<file path="src/hdl/vwsa_pkg.sv">
// ----------------------------------------------------------------------------
// vwsa_pkg - shared types and constants for the waveform scope accumulator
// Scope geometry, register codes, BT.709 Q0.16 coefficients, sequencer and
// arithmetic unit control types.
// ----------------------------------------------------------------------------
package vwsa_pkg;

  // scope geometry
  localparam int SCOPE_WIDTH  = 256;
  localparam int SCOPE_HEIGHT = 256;
  localparam int COL_W  = (SCOPE_WIDTH  > 1) ? $clog2(SCOPE_WIDTH)  : 1;
  localparam int ROW_W  = (SCOPE_HEIGHT > 1) ? $clog2(SCOPE_HEIGHT) : 1;
  localparam int ADDR_W = COL_W + ROW_W;
  localparam int DEPTH  = SCOPE_WIDTH * SCOPE_HEIGHT;

  // arithmetic unit widths
  localparam int COEF_W = 18;
  localparam int OPND_W = 8;
  localparam int ACC_W  = 27;

  // input op codes
  localparam logic OP_ACC  = 1'b0;
  localparam logic OP_READ = 1'b1;

  // configuration register indexes
  localparam logic [1:0] CFG_MODE = 2'd0;
  localparam logic [1:0] CFG_STEP = 2'd1;
  localparam logic [1:0] CFG_ROWS = 2'd2;

  // scope modes
  localparam logic [1:0] MODE_LUMA = 2'd0;
  localparam logic [1:0] MODE_RGB  = 2'd1;
  localparam logic [1:0] MODE_YCC  = 2'd2;

  // coefficient sets
  localparam logic [1:0] SET_Y  = 2'd0;
  localparam logic [1:0] SET_CB = 2'd1;
  localparam logic [1:0] SET_CR = 2'd2;

  localparam logic signed [ACC_W-1:0] CHROMA_BIAS = 27'sd8388608;

  typedef enum logic [2:0] {
    ST_CLEAR,
    ST_IDLE,
    ST_MAC,
    ST_MAP,
    ST_RMW_RD,
    ST_RMW_WR,
    ST_RD_RD,
    ST_RD_CLR
  } state_t;

  typedef enum logic [1:0] {
    ALU_HOLD,
    ALU_MAC,
    ALU_MAP
  } alu_op_t;

  typedef struct packed {
    alu_op_t op;
    logic    first;   // MAC starts from the bias instead of the accumulator
  } alu_ctl_t;

  // Q0.16 coefficient for component idx (0 red, 1 green, 2 blue) of a set
  function automatic logic signed [COEF_W-1:0] coef_f(input logic [1:0] set,
                                                      input logic [1:0] idx);
    logic signed [COEF_W-1:0] c;
    case ({set, idx})
      {SET_Y,  2'd0}: c = 18'sd13933;
      {SET_Y,  2'd1}: c = 18'sd46871;
      {SET_Y,  2'd2}: c = 18'sd4732;
      {SET_CB, 2'd0}: c = -18'sd7510;
      {SET_CB, 2'd1}: c = -18'sd25258;
      {SET_CB, 2'd2}: c = 18'sd32768;
      {SET_CR, 2'd0}: c = 18'sd32768;
      {SET_CR, 2'd1}: c = -18'sd29767;
      {SET_CR, 2'd2}: c = -18'sd3001;
      default:        c = '0;
    endcase
    return c;
  endfunction

  function automatic logic signed [ACC_W-1:0] bias_f(input logic [1:0] set);
    logic signed [ACC_W-1:0] b;
    case (set)
      SET_CB, SET_CR: b = CHROMA_BIAS;
      default:        b = '0;
    endcase
    return b;
  endfunction

endpackage

</file>
<file path="src/hdl/vwsa_alu.sv">
// ----------------------------------------------------------------------------
// vwsa_alu - shared multiply-accumulate unit
// One signed 18x9 multiplier feeding a single accumulator register. Used for
// the luma/chroma dot products and for the value-to-row scaling product.
// ----------------------------------------------------------------------------
module vwsa_alu (
  input  logic                                   clk,
  input  vwsa_pkg::alu_ctl_t                     ctl,
  input  logic signed [vwsa_pkg::COEF_W-1:0]     coef,
  input  logic        [vwsa_pkg::OPND_W-1:0]     opnd,
  input  logic signed [vwsa_pkg::ACC_W-1:0]      bias,
  output logic signed [vwsa_pkg::ACC_W-1:0]      acc
);
  import vwsa_pkg::*;

  logic signed [ACC_W-1:0] acc_r;
  logic signed [ACC_W-1:0] acc_nxt;
  logic signed [ACC_W-1:0] prod;
  logic signed [ACC_W-1:0] coef_x;
  logic signed [ACC_W-1:0] opnd_x;

  // operands widened first so the product keeps all of its bits
  assign coef_x = ACC_W'(coef);
  assign opnd_x = ACC_W'($signed({1'b0, opnd}));
  assign prod   = coef_x * opnd_x;

  always_comb begin
    case (ctl.op)
      ALU_MAC: acc_nxt = (ctl.first ? bias : acc_r) + prod;
      ALU_MAP: acc_nxt = prod;
      default: acc_nxt = acc_r;
    endcase
  end

  always_ff @(posedge clk) begin
    acc_r <= acc_nxt;
  end

  assign acc = acc_r;

endmodule

</file>
<file path="config.mk">
export PLATFORM = sky130hd
export DESIGN_NAME = vwsa_alu
export DESIGN_NICKNAME = d
export VERILOG_FILES = /design/src/hdl/vwsa_pkg.sv /design/src/hdl/vwsa_alu.sv
export SDC_FILE = /design/constraint.sdc
export NUM_CORES = 1
export LEC_CHECK = 0
export BUFFER_PORTS_ARGS = -buffer_cell sky130_fd_sc_hd__buf_4
export CAP_MARGIN = 20
export CORE_ASPECT_RATIO = 1.5
export CORE_MARGIN = 2
export CORE_UTILIZATION = 56
export CTS_CLUSTER_DIAMETER = 120
export CTS_CLUSTER_SIZE = 16
export DETAILED_ROUTE_END_ITERATION = 12
export PLACE_DENSITY = 0.88
export SETUP_SLACK_MARGIN = 0.15
export SLEW_MARGIN = 20
export SYNTH_ARGS = -nofsm -noshare
export SYNTH_HDL_FRONTEND = slang
export SYNTH_SLANG_ARGS = --single-unit
export TNS_END_PERCENT = 5
</file>
<file path="constraint.sdc">
create_clock -name clk -period 7.1 [get_ports clk]
set_input_delay 0.71 -clock clk [delete_from_list [all_inputs] [get_ports clk]]
set_output_delay 0.71 -clock clk [all_outputs]
set_load 0.02 [all_outputs]
</file>
==> metrics.md, run 1 <==
| Metric | Value |
|---|---|
| Outcome | completed |
| Ant diodes | 0 |
| Worst-Margin Slew | 1050 ps |
| HP Class | reg2reg |
| Mapped cell area | 8130 sq um |
| RD Place Congestion | 0.885 |
| Cells after DPL | 1,208 |
| Via Count | 6,755 |
| Antenna viol nets, final | 0 |
| Starting Density | 0.576 |
| First-pass GRT wire length | 30,700 microns |
| Mux contribution to synthesized area | 0.0388 |
| CP peak stage delay | 540 ps |
| Worst rel slew slack | 0.300 |
| Critical Path AT | 6830 ps |
| Cts bufs inserted | 3 |
| Critical-path top delay cell | fa_1 |
| Hold endpoint | acc[0] |
| CP Launch Point | coef[9] |
| Antenna violations before repair | 0 |
| Share of cells above drive strength 1 | 0.179 |
| Largest family of logic cells by synthesized area | adder cells |
| DP HPWL | 16,000 microns |
| Kind of critical path | in2reg |
| Critical-path maximum fanout | 8 |
| Synthesized flop and latch total | 27 |
| Most frequent CP cell | fa_1 |
| Max-cap violations | 0 |
| Ys flop type | edfxtp_1 |
| Post-Synth Adder-Cell Area | 0.409 |
| Post-route setup TNS | 0 ps |
| Final setup viols | 0 |
| WHS | 882 ps |
| PortBufs | 83 |
| CP required | 7110 ps |
| Skew final | 4.50 ps |
| H-tree depth | 1 |
| Fin crit share | 0.960 |
| GRT Overall Usage | 0.246 |
| Worst Setup Start Kind | input pin |
| Sequential share of the synthesized area | 0.0997 |
| DIE AREA | 15,500 sq um |
| Netlist cell types | 76 |
| Reg2Reg Capture Point | acc[23] |
| Worst-Skew Late Latency | 270 ps |
| IO Count | 84 |
| Die Width | 102 microns |
| Setup crit end kind | flip-flop |
| Fill count | 1,128 |
| Syn avg cell area | 8.75 sq um |
| Yosys Warn Count | 0 |
| Final hold violations | 0 |
| R2R depth | 13 |
| DR WL/cell | 15.4 microns |
| CORE AREA | 14,100 sq um |
| Unrepaired setup endpoints after global routing | true |
| Die height | 152 microns |
| R2R Setup Slk | 3520 ps |
| Post-Syn Nets | 1,181 |
| Largest net degree at the start of global routing | 40 |
| Area delta synth->final | 16.1% |
| Simple logic cell fraction of the synthesized area | 0.158 |
| Fmax | 0.147 GHz |
| Rows | 53 |
| Clock Path Buffers | 2 |
| GRT overflow | 0 |
| # clock sinks | 27 |
| Final Non-Filler Cells | 1,216 |
| 1st-pass router iterations | 5 |
| Clk root buf | clkbuf_16 |
| Asr flop ratio synth | 0 |
| Post-synthesis compound-gate area fraction | 0.135 |
| Vias in the first global route | 7,005 |
| FF-to-FF Start | acc[1] |
| TritonCTS clock tree | built |
| Post-DR vias/cell | 5.56 |
| Max Slew Vio Count | 0 |
| Synth Area in XOR/XNOR | 0.0603 |
| Drt total wl | 18,800 microns |
| Initial DRC Count | 222 |
| CTS clk-pin slew, worst paths | 70 ps |
| Max reg flops | 27 |
| Nets | 1,277 |
| Hold path startpoint | acc[0] |
| Synthesized instance count | 929 |
| Tmin final | 6810 ps |
| Post-synth EDFFs | 27 |
| Residual DRC | 0 |
| Hold path depth | 3 |
area by class of cell:
cell class | instances | area [sq um] | share of cell area
multi-input combinational | 688 | 6670 | 0.707
timing repair buffer | 117 | 933 | 0.0988
sequential | 27 | 811 | 0.0859
inverter | 188 | 706 | 0.0747
tap | 192 | 240 | 0.0254
clock buffer | 4 | 78.8 | 0.00835
cells in the mapped netlist, drive strengths merged (3+ instances only):
cell type | n | area, sq um
a211oi | 8 | 60.1
a21o | 17 | 128
a21oi | 33 | 180
a221o | 3 | 31.3
a31oi | 5 | 46.3
and2 | 69 | 432
and3 | 9 | 56.3
and4 | 3 | 26.3
buf | 5 | 22.5
clkbuf | 21 | 78.8
edfxtp | 27 | 811
fa | 115 | 2300
ha | 80 | 1000
inv | 187 | 702
mux2 | 20 | 225
mux2i | 9 | 90.1
nand2 | 112 | 420
nand2b | 4 | 25.0
nand3 | 6 | 30.0
nor2 | 22 | 85.1
nor2b | 3 | 18.8
nor3 | 7 | 35.0
nor4 | 8 | 50.1
o2111ai | 3 | 26.3
o211ai | 6 | 63.8
o21a | 8 | 60.1
o21ai | 32 | 160
o21bai | 7 | 52.6
o311ai | 3 | 33.8
o31ai | 4 | 35.0
or3 | 7 | 43.8
xnor2 | 34 | 305
xor2 | 16 | 140
logic make-up (layout without fill, tap and decap cells):
group,after synthesis,count (layout)
AO/OA/AOI/OAI,151,151
XOR/XNOR,52,52
adder cells (fa/ha/maj),197,197
buffers and inverters,214,309
flip-flops,27,27
multiplexers,29,29
AND/OR/NAND/NOR,259,259
routing by layer:
layer | vias up | share of wire | wire length [microns] | global-route usage
met5 | - | 0 | 0 | 0
met4 | 0 | 0.026 | 487 | 0.0780
met3 | 37 | 0.041 | 778 | 0.0179
met2 | 198 | 0.54 | 10100 | 0.471
met1 | 3310 | 0.39 | 7390 | 0.287
li1 | 3210 | - | - | -
stage by stage:
stage / cell area [sq um] / utilization / setup slack [ps]
floorplan: 8210 / - / 135
global placement: 9160 / 0.649 / 78.6
detailed placement: 9160 / 0.649 / -134
CTS: 9240 / 0.654 / 132
global route: 9440 / 0.669 / 16.5
finish: 9440 / 0.669 / 286
worst max-delay path: cells and delay by family:
kind	cells	cell delay, ps
AOI/OAI and AO/OA	13	2520
buffers and inverters	6	610
xor gates and xnor gates	2	250
adders and majority gates	6	2590
and+or+nand+nor	2	130
worst max-delay path by stage:
stage / slack, ps / depth (start not counted) / endpoint
final: 290 / 29 / acc[26]
after global routing: 20 / 30 / acc[21]
after CTS: 130 / 27 / acc[24]
after detailed placement: -130 / 27 / acc[23]
after global placement: 80 / 27 / acc[23]
after floorplan: 130 / 28 / acc[26]
what timing repair did:
item,4_1_cts,5_1_grt
setup endpoints to repair,2,7
buffers inserted,0,4
resized for setup,0,42
hold endpoints to repair,0,0
hold buffers,0,0
pin swaps,1,22
cells in the final DEF, fill, tap and decap left out, types with 8 or more instances in the layout:
| master | n |
|---|---|
| mux2_2 | 20 |
| mux2i_1 | 9 |
| o21ai_0 | 25 |
| a21oi_1 | 29 |
| o21a_1 | 8 |
| nor2_1 | 21 |
| nor4_1 | 8 |
| ha_1 | 75 |
| edfxtp_1 | 27 |
| a21o_1 | 17 |
| nand2_1 | 105 |
| xnor2_1 | 33 |
| and2_1 | 69 |
| fa_1 | 112 |
| xor2_1 | 16 |
| buf_4 | 108 |
| inv_1 | 187 |
| and3_1 | 9 |
Power of run 1 is left out: the tool's default activity adds up to more than one toggle a clock period on the data nets, which glitch-free logic cannot reach.
==> inputs of run 2 (changes only) <==
- BUFFER_PORTS_ARGS: -buffer_cell sky130_fd_sc_hd__buf_4 -> -buffer_cell sky130_fd_sc_hd__buf_2
==> run 2 against run 1 <==
  * Via count down 0.87%
  * Routed wire length fell by 4.7%
  * Critical path depth down 2
  * Cell count increased by 2.1%
  * Critical endpoint unchanged
  * Setup slack worse by 30 ps
  * First-iteration DRC count is 13% lower
  * Utilization fell by 0.71 points
  * Sequential cell count unchanged
  * Die area stayed put
==> metrics.md, run 2 (same netlist as run 1, synthesis figures left out) <==
| Metric | Value |
|---|---|
| Nets | 1,302 (was 1,277) |
| Skew final | 6.05 ps (was 4.50 ps) |
| Antenna violations before repair | 0 (unchanged) |
| Most frequent cells in the layout | inv_1 (186), fa_1 (113), nand2_1 (111) (was inv_1 (187), fa_1 (112), buf_4 (108)) |
| Outcome | completed (unchanged) |
| Critical-path maximum fanout | 8 (unchanged) |
| Starting Density | 0.576 (unchanged) |
| Final setup viols | 0 (unchanged) |
| Unrepaired setup endpoints after global routing | true (unchanged) |
| Critical path depth | 27 (was 29) |
| TritonCTS clock tree | built (unchanged) |
| First-pass GRT wire length | 30,300 microns (was 30,700 microns) |
| Critical-path top delay cell | fa_1 (unchanged) |
| Critical Path AT | 6860 ps (was 6830 ps) |
| Post-DR vias/cell | 5.40 (was 5.56) |
| Rows | 53 (unchanged) |
| CTS clk-pin slew, worst paths | 70 ps (about the same) |
| Worst-Skew Late Latency | 270 ps (about the same) |
| RD Place Congestion | 0.913 (was 0.885) |
| R2R depth | 16 (was 13) |
| GRT Overall Usage | 0.240 (was 0.246) |
| Worst Setup Start Kind | input pin (unchanged) |
| Setup crit end kind | flip-flop (unchanged) |
| Max reg flops | 27 (unchanged) |
| Worst rel slew slack | 0.338 (was 0.300) |
| Via Count | 6,696 (was 6,755) |
| # clock sinks | 27 (unchanged) |
| DP HPWL | 15,700 microns (was 16,000 microns) |
| Kind of critical path | in2reg (unchanged) |
| IO Count | 84 (unchanged) |
| Max Slew Vio Count | 0 (unchanged) |
| CORE AREA | 14,100 sq um (unchanged) |
| Worst path bufs/invs | 5 (was 6) |
| Final hold violations | 0 (unchanged) |
| Max-cap violations | 0 (unchanged) |
| Largest net degree at the start of global routing | 40 (unchanged) |
| Area delta synth->final | 14.9% (was 16.1%) |
| Clock Path Buffers | 2 (unchanged) |
| Clk root buf | clkbuf_16 (unchanged) |
| Vias in the first global route | 6,899 (was 7,005) |
| Residual DRC | 0 (unchanged) |
| Share of cells above drive strength 1 | 0.187 (was 0.179) |
| H-tree depth | 1 (unchanged) |
| Hold path depth | 3 (unchanged) |
| Hold_buf cts | 0 (unchanged) |
| CP peak stage delay | 530 ps (was 540 ps) |
| GRT overflow | 0 (unchanged) |
| Drt total wl | 17,900 microns (was 18,800 microns) |
| CP required | 7120 ps (was 7110 ps) |
| Die height | 152 microns (unchanged) |
| Cts bufs inserted | 3 (unchanged) |
| Tmin final | 6840 ps (was 6810 ps) |
| Fmax | 0.146 GHz (was 0.147 GHz) |
| Final Non-Filler Cells | 1,241 (was 1,216) |
| Worst-Margin Slew | 987 ps (was 1050 ps) |
| DR WL/cell | 14.4 microns (was 15.4 microns) |
| Most common cell after layout, fill and taps aside | inv_1 (unchanged) |
| Ant diodes | 0 (unchanged) |
| Die Width | 102 microns (unchanged) |
| PortBufs | 83 (unchanged) |
| Antenna viol nets, final | 0 (unchanged) |
| HP Class | reg2reg (unchanged) |
| Fin crit share | 0.964 (was 0.960) |
| DIE AREA | 15,500 sq um (unchanged) |
| Cells after DPL | 1,231 (was 1,208) |
| 1st-pass router iterations | 4 (was 5) |
| Initial DRC Count | 194 (was 222) |
| Worst path top cell family by delay | adder cells (unchanged) |
run 2: final cells by class:
class,instances,area (sq um)
repair buffers,142,897
clock buffers,4,78.8
well taps,192,240
inverters,188,706
multi-input cells,688,6610
flip-flops and latches,27,811
fillers,1136,4780
run 2: timing repair:
item                                    in CTS  in global routing
gates cloned                                 0                  0
pin swaps                                    0                 16
gates resized for setup                      2                 29
buffers inserted                             0                  6
endpoints found under the setup margin       1                  6
run 2: metrics by stage:
stage | setup TNS [ps] | setup slack (ps) | utilization | hold slack (ps) | cell area, sq um
2_1_floorplan | 0 | 135 | - | 961 | 8210
3_3_place_gp | -96.4 | -64.7 | 0.646 | 863 | 9130
3_5_place_dp | -328 | -151 | 0.646 | 870 | 9130
4_1_cts | 0 | 152 | 0.652 | 886 | 9210
5_1_grt | 0 | 30.5 | 0.661 | 930 | 9340
6_report | 0 | 256 | 0.661 | 874 | 9340
run 2: tightest hold or removal path, cell delays in order, from the launching register on:
cell and delay, ps:
edfxtp_1 370, mux2_2 160, ha_1 120, mux2_2 130
run 2: worst paths after layout:
check | end | slack [ps] | start
setup / recovery | acc[26] | 260 | coef[7]
hold reg to reg | acc[0] | 870 | acc[0]
setup reg to reg | acc[26] | 3540 | acc[0]
hold / removal | acc[0] | 870 | acc[0]
run 2: metal layers:
metal / vias to the layer above / track usage / wire [microns]
met4: 0 / 0.0593 / 286
met5: - / 0 / 0
li1: 3262 / - / -
met2: 142 / 0.459 / 9660
met1: 3269 / 0.294 / 7490
met3: 23 / 0.00688 / 470
Power of run 2 is left out for the same reason.
